--- config.mk ---
export PLATFORM = sky130hd
export DESIGN_NAME = rtsv_cordic_cell
export DESIGN_NICKNAME = d
export VERILOG_FILES = /design/src/hdl/rtsv_pkg.sv /design/src/hdl/rtsv_cordic_cell.sv
export SDC_FILE = /design/constraint.sdc
export NUM_CORES = 1
export LEC_CHECK = 0
export ABC_CLOCK_PERIOD_IN_PS = 7340
export BUFFER_PORTS_ARGS = -buffer_cell sky130_fd_sc_hd__buf_4
export CAP_MARGIN = 20
export CORE_ASPECT_RATIO = 1.2
export CORE_MARGIN = 2
export CORE_UTILIZATION = 56
export DETAILED_ROUTE_END_ITERATION = 7
export GPL_TIMING_DRIVEN = 0
export PLACE_DENSITY = 0.8
export SYNTH_ARGS = -nofsm -noshare
export SYNTH_HDL_FRONTEND = slang
export SYNTH_SLANG_ARGS = --single-unit
--- constraint.sdc ---
create_clock -name clock -period 7.34 [get_ports clock]
set_clock_uncertainty 0.15 [all_clocks]
set_input_delay 1.468 -clock clock [delete_from_list [all_inputs] [get_ports clock]]
set_output_delay 1.468 -clock clock [all_outputs]
set_load 0.01 [all_outputs]
--- src/hdl/rtsv_pkg.sv ---
// ----------------------------------------------------------------------------
// rtsv_pkg
// shared widths, limits and the arctangent table of the right triangle solver
// ----------------------------------------------------------------------------
package rtsv_pkg;

   // default sizes handed to the top level
   localparam int CORDIC_STAGES_DEF = 16;
   localparam int LEG_WIDTH_DEF     = 16;

   // arctangent table length, upper bound on the cordic chain
   localparam int TABLE_LEN      = 24;
   // legs enter the cordic scaled by 2^24
   localparam int LEG_SCALE_BITS = 24;

   // result field widths
   localparam int HYP_W = 16;
   localparam int RAD_W = 16;
   localparam int DEG_W = 15;

   // angle accumulator, units of 2^-30 rad
   localparam int Z_W = 32;

   typedef logic signed [Z_W-1:0]   angle_type;
   typedef logic signed [RAD_W-1:0] rad_type;
   typedef logic signed [DEG_W-1:0] deg_type;

   // pi / 2 in units of 2^-30 rad
   localparam angle_type HALF_PI_Q30 = 32'sd1686629713;
   // 180 / pi scaled by 2^24
   localparam logic signed [31:0] DEG_PER_RAD_Q24 = 32'sd961263669;

   localparam rad_type RAD_LIMIT = 16'sd25736;
   localparam deg_type DEG_LIMIT = 15'sd11520;
   localparam logic [HYP_W-1:0] HYP_MAX = 16'hFFFF;

   // atan(2^-i) in units of 2^-30 rad
   localparam angle_type ATAN_Q30 [TABLE_LEN] = '{
      32'sh3243F6A8, 32'sh1DAC6705, 32'sh0FADBAFC, 32'sh07F56EA6,
      32'sh03FEAB76, 32'sh01FFD55B, 32'sh00FFFAAA, 32'sh007FFF55,
      32'sh003FFFEA, 32'sh001FFFFD, 32'sh000FFFFF, 32'sh0007FFFF,
      32'sh0003FFFF, 32'sh0001FFFF, 32'sh0000FFFF, 32'sh00007FFF,
      32'sh00003FFF, 32'sh00001FFF, 32'sh00000FFF, 32'sh000007FF,
      32'sh000003FF, 32'sh000001FF, 32'sh000000FF, 32'sh0000007F
   };

endpackage

--- src/hdl/rtsv_cordic_cell.sv ---
// ----------------------------------------------------------------------------
// rtsv_cordic_cell
// one vectoring micro-rotation, registered, drives y towards zero
// ----------------------------------------------------------------------------
module rtsv_cordic_cell #(
   parameter int XY_W  = 42,
   parameter int STAGE = 0
) (
   input  logic                    clock,
   input  logic signed [XY_W-1:0]  x_i,
   input  logic signed [XY_W-1:0]  y_i,
   input  rtsv_pkg::angle_type     z_i,
   output logic signed [XY_W-1:0]  x_o,
   output logic signed [XY_W-1:0]  y_o,
   output rtsv_pkg::angle_type     z_o
);
   import rtsv_pkg::*;

   logic signed [XY_W-1:0] dx;
   logic signed [XY_W-1:0] dy;
   logic signed [XY_W-1:0] x_ff, x_in;
   logic signed [XY_W-1:0] y_ff, y_in;
   angle_type              z_ff, z_in;

   // arithmetic shift is a floor shift
   assign dx = y_i >>> STAGE;
   assign dy = x_i >>> STAGE;

   always_comb begin
      if (y_i > 0) begin
         x_in = x_i + dx;
         y_in = y_i - dy;
         z_in = z_i + ATAN_Q30[STAGE];
      end else begin
         x_in = x_i - dx;
         y_in = y_i + dy;
         z_in = z_i - ATAN_Q30[STAGE];
      end
   end

   always_ff @(posedge clock) begin
      x_ff <= x_in;
      y_ff <= y_in;
      z_ff <= z_in;
   end

   assign x_o = x_ff;
   assign y_o = y_ff;
   assign z_o = z_ff;

endmodule

### Word level (Yosys, flattened, before mapping)

Cells that the tools add are included.
Widths: inputs -> output; s select.

| storage, ports and cells | value |
|---|---|
| bits in registers | 116 |
| output and inout port bits | 116 |

| operators by class | value |
|---|---|
| $add $sub $neg | 5 |
| order comparisons | 1 |
| mux-type cells | 3 |

Operators with widths:

| operator | number |
|---|---|
| $mux 42 | 2 |
| $sub 42x42->42 | 2 |
| $add 42x42->42 | 1 |
| $gt 42x1->1 const B | 1 |
| $add 32x31->32 const B | 1 |
| $mux 32 | 1 |
| $sub 32x31->32 const B | 1 |

### Longest topological paths before layout

Gate-level depths: netlist of run 1.

| depth | value |
|---|---|
| depth after elaboration | 2 |
| depth in mapped cells | 18 |
| depth with buffers taken out | 15 |

### Worst setup path before layout of run 1

No wires, ideal clock.

| timing | value |
|---|---|
| kind | input-to-reg |
| start point | input port y_i[3] |
| end point | register z_ff[29] (netlist: z_o[29]) |
| setup time | 0.064 ns |
| data arrival time | 5.421 ns |
| required time | 7.126 ns |
| setup slack | 1.706 ns |
| stages | 18 |
| buffers on the path | 3 |
| cell sequence | nor4_1 -> nand4_1 -> nor2_1 -> a41o_1 -> clkbuf_1 -> inv_2 -> clkbuf_1 -> buf_1 -> ha_1 -> nor2b_1 -> o31a_1 -> a41o_1 -> o41ai_4 -> o211ai_2 -> a31oi_4 -> o21ai_2 -> or4_1 -> nand4_1 |

| between the ends | value |
|---|---|
| longest elaborated chain between the ends | 2 |

RTL lines:

| item | RTL line | text |
|---|---|---|
| from (decl) | rtsv_cordic_cell.sv:11 | `input logic signed [XY_W-1:0] y_i,` |
| $gt 42x1->1 | rtsv_cordic_cell.sv:30 | `if (y_i > 0) begin` |
| $mux 32 | rtsv_cordic_cell.sv:30 |  |
| named net z_in[29] | rtsv_cordic_cell.sv:23 | `angle_type z_ff, z_in;` |
| to (signal assigned) | rtsv_cordic_cell.sv:44 | `z_ff <= z_in;` |
| to (decl) | rtsv_cordic_cell.sv:23 |  |

The timed path passes the listed nets, and every way through them passes these cells.

### Worst setup path in the final report of run 1

| timing | value |
|---|---|
| start point | input port y_i[7] |
| end point | register z_ff[29] (netlist: z_o[29]) |

Same word-level chain as after synthesis.

==> results of run 1 <==
## per-layer routing
metal | global-route usage | up-vias | part of all wire
met5 | 0 | - | 0
met4 | 0.250 | 0 | 0.064
met3 | 0.0797 | 207 | 0.098
met2 | 0.687 | 856 | 0.46
met1 | 0.482 | 5953 | 0.37
li1 | - | 5921 | -
## sequential cells by signal, indices dropped and copies added, names as in the netlist
| name | count |
|---|---|
| x_o | 42 |
| y_o | 41 |
| z_o | 32 |
## stage by stage
step	power [mW]	area (sq um)	cells	hold slack, ps
after floorplan	1.52	11400	1503	1350
after global placement	2.02	13500	2000	1420
after detailed placement	2.04	13500	2001	1420
after CTS	2.88	14000	2033	973
after global routing	3.02	14000	2033	976
final	2.91	14000	2033	973
## worst max-delay path by stage
| stage | from | endpoint |
|---|---|---|
| floorplan | y_i[3] | z_o[29]$_DFF_P_ |
| global placement | y_i[7] | z_o[29]$_DFF_P_ |
| detailed placement | y_i[7] | z_o[29]$_DFF_P_ |
| CTS | y_i[7] | z_o[29]$_DFF_P_ |
| global route | y_i[7] | z_o[29]$_DFF_P_ |
| finish | y_i[7] | z_o[29]$_DFF_P_ |
## layout make-up
type / count / area share
plain buffers: 59 / 0.0176
clock buffers: 18 / 0.0313
clock inverters: 14 / 0.00918
inverters: 143 / 0.0382
multi-input cells: 1186 / 0.591
flip-flops and latches: 115 / 0.164
well taps: 265 / 0.0236
repair buffers: 233 / 0.125
## power groups by stage
stage                     combinational (mW)  clock (mW)  sequential [mW]
final                                   1.25       0.839            0.816
after global routing                    1.33       0.860            0.826
after CTS                               1.22       0.838            0.816
after detailed placement                1.21           0            0.828
after global placement                  1.20           0            0.823
after floorplan                        0.619           0            0.899
## placed cells by master (no fill, tap or decap), drive strengths merged, types with 45 or more instances in the layout
cell type    n
a21oi      201
buf        257
clkbuf      53
dfxtp      115
ha         150
inv        142
nand2       67
nor2       123
o21ai       98
o21bai      45
xnor2       86
## cells by family (layout without fill, tap and decap cells)
family	after synthesis	count (layout)	synth area share
adder cells (fa/ha/maj)	154	154	0.172
multiplexers	16	16	0.0141
flip-flops	115	115	0.202
XOR/XNOR	101	101	0.0777
buffers and inverters	202	467	0.0688
AND/OR/NAND/NOR	365	365	0.156
AO/OA/AOI/OAI	550	550	0.310
==> impl_metrics.csv, run 1 <==
group,metric,value,unit
run_status,status,"complete, no violations",
min_path,min-delay-path-class,"in2reg",
die,core,20100,sq um
drt,viasPerCell,6.36,
timing,period_minus_slack,7090,ps
setup_path,critPathMaxFanout,16,
setup_path,start_kind,"input port",
die,core.rowCount,57,
die,dieWidth,134,um
placed_design,gp_congestion,1.07,
pwr,intPower,1.77,mW
logic_synthesis,ys_seq_area_frac,0.202,
clock_tree,post_cts_buffers,0,
timing,finalCritPeriodShare,0.966,
finish,antennaDiodeCount,0,
min_path,hp-start,"z_i[0]",
clock_tree,cts_tree,"yes",
timing,hold_viol,0,
clock_tree,ctsHtreeMaxLevel,4,
setup_path,arrival,7330,ps
global_route,grt_overflow,0,
pwr,seqPwrFrac,0.281,
clock_tree,ctsHoldBuffers,0,
logic_synthesis,synth-edff-count,0,
pwr,pwr_density_cell,207,nW/um^2
timing,rsz0062_at_grt,"false",
setup_path,crit_required,7570,ps
finish,multi_input_area,8300,sq um
placed_design,io_buffers,232,
finish,fin_util,0.698,
clock_tree,cts.sinks,115,
clock_tree,root_buffer,"clkbuf_16",
finish,nNetsFinal,2026,
timing,postLayoutSetupSlackWorst,247,ps
pwr,power.switching,1.14,mW
die,ios,233,
die,die_area,21500,sq um
setup_path,cp_slowest_stage_delay,830,ps
setup_path,worst-setup-path-type,"in2reg",
logic_synthesis,synth_top_area_share,0.202,
finish,area_delta_synth_final,23.3,%
drt,vias,12900,
clock_tree,cts_buffer_depth,2,
timing,setup_viol,0,
setup_path,crit_buf_inv,5,
global_route,grt_pass1_vias,12700,
timing,setup_tns,0,ps
logic_synthesis,syn-instance-count,1503,
pwr,p_leak,6.54,nW
pwr,power_frac_comb,0.430,
drt,routed_wl,45200,um
placed_design,dp_slack,-67.5,ps
logic_synthesis,syn_area,11400,sq um
min_path,hold_depth,1,
logic_synthesis,synth_cell_types,75,
timing,relSlewSlack,0.310,
global_route,grt_max_degree,25,
flow_run,timing.max_cap.violations,0,
drt,drc_errors,0,
setup_path,path_cells,"buf_4, nor4_1, nand4_1, nor2_1, a41o_1, clkbuf_1, clkbuf_1, buf_1, buf_8, ha_1, o21a_1, o31a_1, a41o_1, o41ai_4, o211ai_2, a31oi_4, o21ai_2, or4_1, nand4_1",
die,floorplan.initialDensity,0.566,
pwr,power.share.clock,0.289,
clock_tree,cts_resized,0,
drt,dr.pass1.iters,6,
logic_synthesis,synth_area_leaders,"dfxtp_1 20%, ha_1 16%, a21oi_1 8.8%",
setup_path,critPathCaptureType,"register",
drt,wl_per_cell,22.2,um
clock_tree,clkTransAtPathRegs,60,ps
setup_path,cp_num_cells,19,
timing,fmaxAchievable,0.141,GHz
setup_path,critical_path.top_delay_family,"buffers and inverters",
timing,tightest_slew,1030,ps
setup_path,cpMaxStageDelayCell,"clkbuf_1",
logic_synthesis,avgSynthCellArea,7.58,sq um
pwr,p_sw_frac,0.391,
logic_synthesis,yosysMostFrequentCell,"a21oi_1",
finish,fillers,1711,
logic_synthesis,synth_ff_type,"dfxtp_1",
logic_synthesis,synth_top_cell_by_area,"dfxtp_1",
finish,register_area,2300,sq um
logic_synthesis,synth_nets,1774,
finish,drive_gt1_frac,0.173,
logic_synthesis,ys_warn_count,0,
placed_design,hpwl,36100,um
global_route,grt_pass1_wl,69100,um
global_route,grt_use_total,0.411,
die,die_h,160,um
drt,drt_iter0_drc,1369,
clock_tree,cts-buffers-inserted,17,
timing,slew_violations,0,
pwr,vdd_drop_max,175,uV
drt,ant_nets,0,
logic_synthesis,synth_common_cells,"200 x a21oi_1, 150 x ha_1, 132 x inv_1",
logic_synthesis,synth-seq-cells,115,
min_path,holdPathEnd,"z_o[0]$_DFF_P_",
logic_synthesis,synthArstFlopShare,0,
global_route,antenna_found_initial,0,
Power figures use the tool's default switching activity.
==> run 2: changes to the inputs <==
Settings changed: ABC_CLOCK_PERIOD_IN_PS 7340 to 6000, CELL_PAD_IN_SITES_DETAIL_PLACEMENT set to 1, CELL_PAD_IN_SITES_GLOBAL_PLACEMENT set to 1, CORE_UTILIZATION 56 to 37, PLACE_DENSITY 0.8 to 0.77.
Clock period 7.34 ns to 6 ns, I/O delays scaled along.
==> impl_metrics.csv, run 2 (synthesis gave the netlist of run 1 again) <==
group,metric,value,unit
run_status,status,"complete, no violations",
die,ios,233,
die,dieWidth,164,um
drt,routed_wl,50900,um
timing,period_minus_slack,5860,ps
global_route,antenna_found_initial,2,
flow_run,timing.max_cap.violations,0,
setup_path,critical_path.top_delay_family,"compound AO/OA/AOI/OAI gates",
die,die_h,196,um
setup_path,critPathCaptureType,"register",
drt,drt_iter0_drc,1074,
finish,nNetsFinal,2023,
pwr,pwr_density_cell,258,nW/um^2
clock_tree,root_buffer,"clkbuf_16",
timing,hold_viol,0,
pwr,p_leak,6.58,nW
die,die_area,32200,sq um
die,core,30400,sq um
clock_tree,cts-buffers-inserted,17,
finish,area_delta_synth_final,25.5,%
finish,fillers,3794,
drt,ant_nets,0,
finish,antennaDiodeCount,0,
clock_tree,post_cts_buffers,0,
timing,finalCritPeriodShare,0.977,
drt,viasPerCell,5.89,
global_route,grt_pass1_wl,76800,um
setup_path,arrival,6090,ps
finish,largest_register_ffs,42,
clock_tree,ctsHtreeMaxLevel,4,
drt,dr.pass1.iters,5,
global_route,grt_pass1_vias,13400,
timing,fmaxAchievable,0.171,GHz
placed_design,io_buffers,232,
global_route,grt_overflow,0,
die,core.rowCount,70,
setup_path,worst-setup-path-type,"in2reg",
setup_path,crit_required,6230,ps
setup_path,cp_slowest_stage_delay,490,ps
drt,wl_per_cell,23.6,um
drt,vias,12700,
pwr,vdd_drop_max,145,uV
drt,drc_errors,0,
setup_path,path_cells,"buf_4, nor4_2, nand4_1, nor2_4, a41o_2, inv_2, buf_4, ha_1, nor2b_1, o31a_1, a41o_1, o41ai_4, o211ai_2, a31oi_4, o21ai_2, or4_1, nand4_1",
timing,slew_violations,0,
timing,rsz0062_at_grt,"false",
min_path,min-delay-path-class,"in2reg",
clock_tree,cts.sinks,115,
die,floorplan.initialDensity,0.375,
placed_design,gp_congestion,0.995,
timing,postLayoutSetupSlackWorst,139,ps
setup_path,critPathMaxFanout,24,
finish,final_cell_mix,"235 x buf_4, 200 x a21oi_1, 150 x ha_1, 132 x inv_1, 122 x nor2_1",
clock_tree,clkTransAtPathRegs,60,ps
global_route,grt_max_degree,25,
setup_path,start_kind,"input port",
placed_design,hpwl,41000,um
global_route,grt_use_total,0.312,
timing,relSlewSlack,0.264,
setup_path,cpMaxStageDelayCell,"nor4_2",
timing,tightest_slew,1100,ps
setup_path,crit_buf_inv,3,
finish,final_common_cell,"buf_4",
clock_tree,cts_tree,"yes",
clock_tree,cts_buffer_depth,2,
placed_design,dp_slack,-1450,ps
finish,drive_gt1_frac,0.176,
timing,holdWs,710,ps
timing,setup_viol,0,
run 2: area by class of cell:
type / instances / area [sq um] / share of cell area
plain buffers: 57 / 254 / 0.0178
clock buffers: 23 / 498 / 0.0349
clock inverters: 9 / 125 / 0.00876
inverters: 143 / 537 / 0.0376
multi-input cells: 1186 / 8330 / 0.583
flip-flops and latches: 115 / 2300 / 0.161
well taps: 396 / 495 / 0.0347
repair buffers: 232 / 1740 / 0.122
run 2: worst paths after layout:
path | startpoint | end | slack (ps) | cells after the start
max | y_i[34] | z_o[29]$_DFF_P_ | 140 | 17
min | z_i[2] | z_o[2]$_DFF_P_ | 710 | 1
run 2: per-stage QoR:
| step | total power [mW] | cell area [sq um] | setup TNS, ps | instances | util |
|---|---|---|---|---|---|
| 6_report | 3.69 | 14300 | 0 | 2161 | 0.470 |
| 5_1_grt | 3.85 | 14300 | 0 | 2161 | 0.470 |
| 4_1_cts | 3.68 | 14300 | 0 | 2161 | 0.469 |
| 3_5_place_dp | 2.55 | 13600 | -18180 | 2131 | 0.448 |
| 3_3_place_gp | 2.52 | 13600 | -35710 | 2131 | 0.448 |
| 2_1_floorplan | 1.86 | 11400 | 0 | 1503 | - |
run 2: power by group:
| part | switching [mW] | total [mW] | leakage [nW] | internal, mW |
|---|---|---|---|---|
| registers | 0.0551 | 0.999 | 0.970 | 0.944 |
| clock network | 0.422 | 1.13 | 0.305 | 0.705 |
| logic | 0.924 | 1.56 | 5.30 | 0.639 |
run 2: layer usage:
layer	vias up	routed length (um)	part of all wire	track usage
met5	-	13	0.00026	0
met4	2	3000	0.059	0.176
met2	608	24600	0.48	0.547
li1	5882	-	-	-
met3	171	3690	0.072	0.0516
met1	6056	19600	0.38	0.355
run 2: what timing repair did:
item                                   4_1_cts  5_1_grt
hold buffers                                 0        0
setup endpoints to repair                   17        4
endpoints found under the hold margin        0        0
pin swaps                                    0        1
resized for setup                            6        5
==> run 3: changes to the inputs <==
Settings changed: ABC_AREA set to 1, CORE_UTILIZATION 37 to 36, PLACE_DENSITY 0.77 to 0.78.
==> impl_metrics.csv, run 3 <==
group,metric,value,unit
pwr,pwr_density_cell,217,nW/um^2
setup_path,arrival,5770,ps
die,die_h,224,um
clock_tree,root_buffer,"clkbuf_16",
setup_path,cp_slowest_stage_delay,550,ps
finish,drive_gt1_frac,0.138,
min_path,min-delay-path-class,"in2reg",
logic_synthesis,synth_ff_type,"dfxtp_1",
finish,register_area,2300,sq um
drt,ant_nets,0,
timing,finalCritPeriodShare,0.933,
setup_path,path_cells,"buf_4, inv_1, nand3_1, nor3_1, nand3_1, nand2_2, inv_2, clkbuf_2, ha_1, a21oi_1, nand2_1, a21boi_0, o21ai_0, nand4_1, nand3_1, nand2_1, nand2_1",
die,die_area,41900,sq um
drt,drt_iter0_drc,936,
flow_run,timing.max_cap.violations,0,
clock_tree,cts_tree,"yes",
finish,final_common_cell,"nand2_1",
clock_tree,cts_buffer_depth,2,
finish,largest_register_ffs,42,
logic_synthesis,synth_top_area_share,0.225,
finish,final_cell_mix,"869 x nand2_1, 421 x inv_1, 258 x buf_4, 239 x nor2_1, 214 x nand3_1",
pwr,total_power,3.80,mW
global_route,grt_pass1_wl,106000,um
pwr,power.share.clock,0.275,
drt,wl_per_cell,21.4,um
clock_tree,ctsHtreeMaxLevel,4,
timing,holdWs,691,ps
drt,vias,17300,
finish,fillers,5625,
pwr,seqPwrFrac,0.252,
global_route,grt_overflow,0,
timing,tightest_slew,1110,ps
logic_synthesis,synth_nets,2824,
setup_path,critPathMaxFanout,24,
pwr,power_frac_comb,0.473,
timing,slew_violations,0,
setup_path,start_kind,"input port",
logic_synthesis,synthArstFlopShare,0,
die,ios,233,
global_route,grt_use_total,0.339,
global_route,grt_pass1_vias,17800,
pwr,p_leak,9.77,nW
logic_synthesis,synth-edff-count,0,
setup_path,worst-setup-path-type,"in2reg",
drt,routed_wl,71600,um
pwr,intPower,2.20,mW
logic_synthesis,ys_seq_area_frac,0.159,
drt,drc_errors,0,
die,dieWidth,187,um
global_route,grt_max_degree,25,
timing,hold_viol,0,
setup_path,cpMaxStageDelayCell,"nor3_1",
logic_synthesis,syn_area,14500,sq um
drt,dr.pass1.iters,5,
setup_path,crit_required,6180,ps
logic_synthesis,synth-seq-cells,115,
logic_synthesis,ys_warn_count,0,
logic_synthesis,synth_top_family_by_area,"simple AND/OR/NAND/NOR gates",
timing,period_minus_slack,5600,ps
placed_design,gp_congestion,0.989,
logic_synthesis,yosysMostFrequentCell,"nand2_1",
logic_synthesis,muxShareOfSynthArea,0,
logic_synthesis,synth_cell_types,41,
logic_synthesis,syn-instance-count,2553,
timing,relSlewSlack,0.262,
timing,setup_viol,0,
placed_design,hpwl,62300,um
clock_tree,post_cts_buffers,0,
setup_path,crit_buf_inv,4,
pwr,power.switching,1.60,mW
clock_tree,ctsHoldBuffers,0,
timing,postLayoutSetupSlackWorst,404,ps
clock_tree,cts-buffers-inserted,17,
logic_synthesis,synth_xor_area_frac,0.0339,
die,core.rowCount,80,
finish,nNetsFinal,3075,
logic_synthesis,synth-compound-area-share,0.119,
clock_tree,cts.sinks,115,
logic_synthesis,synth_common_cells,"869 x nand2_1, 421 x inv_1, 239 x nor2_1",
finish,fin_area,17500,sq um
global_route,antenna_found_initial,0,
finish,area_delta_synth_final,20.7,%
logic_synthesis,avgSynthCellArea,5.67,sq um
logic_synthesis,synth_simple_gate_area_frac,0.413,
finish,fin_util,0.440,
logic_synthesis,synth_top_cell_by_area,"nand2_1",
placed_design,dpl_cell_area,16900,sq um
setup_path,critical_path.top_delay_family,"simple AND/OR/NAND/NOR gates",
drt,viasPerCell,5.15,
logic_synthesis,yosys.area_share.adder,0.135,
die,core,39700,sq um
setup_path,critPathCaptureType,"register",
run_status,status,"complete, no violations",
placed_design,dp_slack,42.5,ps
pwr,vdd_drop_max,221,uV
logic_synthesis,synth_area_leaders,"nand2_1 23%, dfxtp_1 16%, ha_1 13%",
die,floorplan.initialDensity,0.364,
clock_tree,cts_resized,0,
timing,fmaxAchievable,0.179,GHz
placed_design,io_buffers,232,
timing,rsz0062_at_grt,"false",
finish,antennaDiodeCount,0,
finish,multi_input_area,10100,sq um
pwr,p_sw_frac,0.420,
clock_tree,clkTransAtPathRegs,60,ps
## run 3: changes by cell type after synthesis, sizes merged, moves of 36 or more
| cell | before | now |
|---|---|---|
| a21o | 38 | 2 |
| nand3 | 19 | 222 |
| inv | 138 | 426 |
| nor2 | 123 | 264 |
| nand2 | 67 | 885 |
| xnor2 | 86 | 7 |
| a21oi | 201 | 151 |
## run 3: worst paths after layout
check,cells past startpoint,end,start,slack [ps]
max,17,z_o[28]$_DFF_P_,y_i[40],400
min,1,z_o[2]$_DFF_P_,z_i[2],690
## run 3: final cells by class
class                      count  share of cell area
buffer                        57              0.0248
clock buffer                  21              0.0258
clock inverter                10             0.00766
tap                          533              0.0382
timing repair buffer         232              0.0997
multi-input combinational   1955               0.581
inverter                     426              0.0915
sequential                   115               0.132
## run 3: metrics by stage
step | TNS (ps) | std cells
detailed placement | 0 | 3318
finish | 0 | 3349
global route | 0 | 3349
global placement | -316 | 3318
CTS | 0 | 3349
floorplan | 0 | 2553
## run 3: cells by family (layout without fill, tap and decap cells)
logic type                 count (synthesis)  in the layout
adders and majority gates                154            154
xor gates and xnor gates                  56             56
AOI/OAI and AO/OA                        309            309
buffers and inverters                    483            746
and+or+nand+nor                         1436           1436
DFF                                      115            115
## run 3: power by group through the flow
stage                     clock (mW)  combinational, mW  sequential (mW)
after floorplan                    0              0.925             1.04
after global placement             0               1.74            0.968
after detailed placement           0               1.77            0.973
after CTS                       1.06               1.78            0.958
after global routing            1.09               1.95            0.970
final                           1.04               1.80            0.957
## run 3: layer usage
layer  up-vias  wire length (um)  GRT usage
li1       8430                 -          -
met1      8203             28700      0.381
met2       488             35900      0.625
met3       137              3080     0.0425
met4         0              3900      0.178
met5         -                 0          0
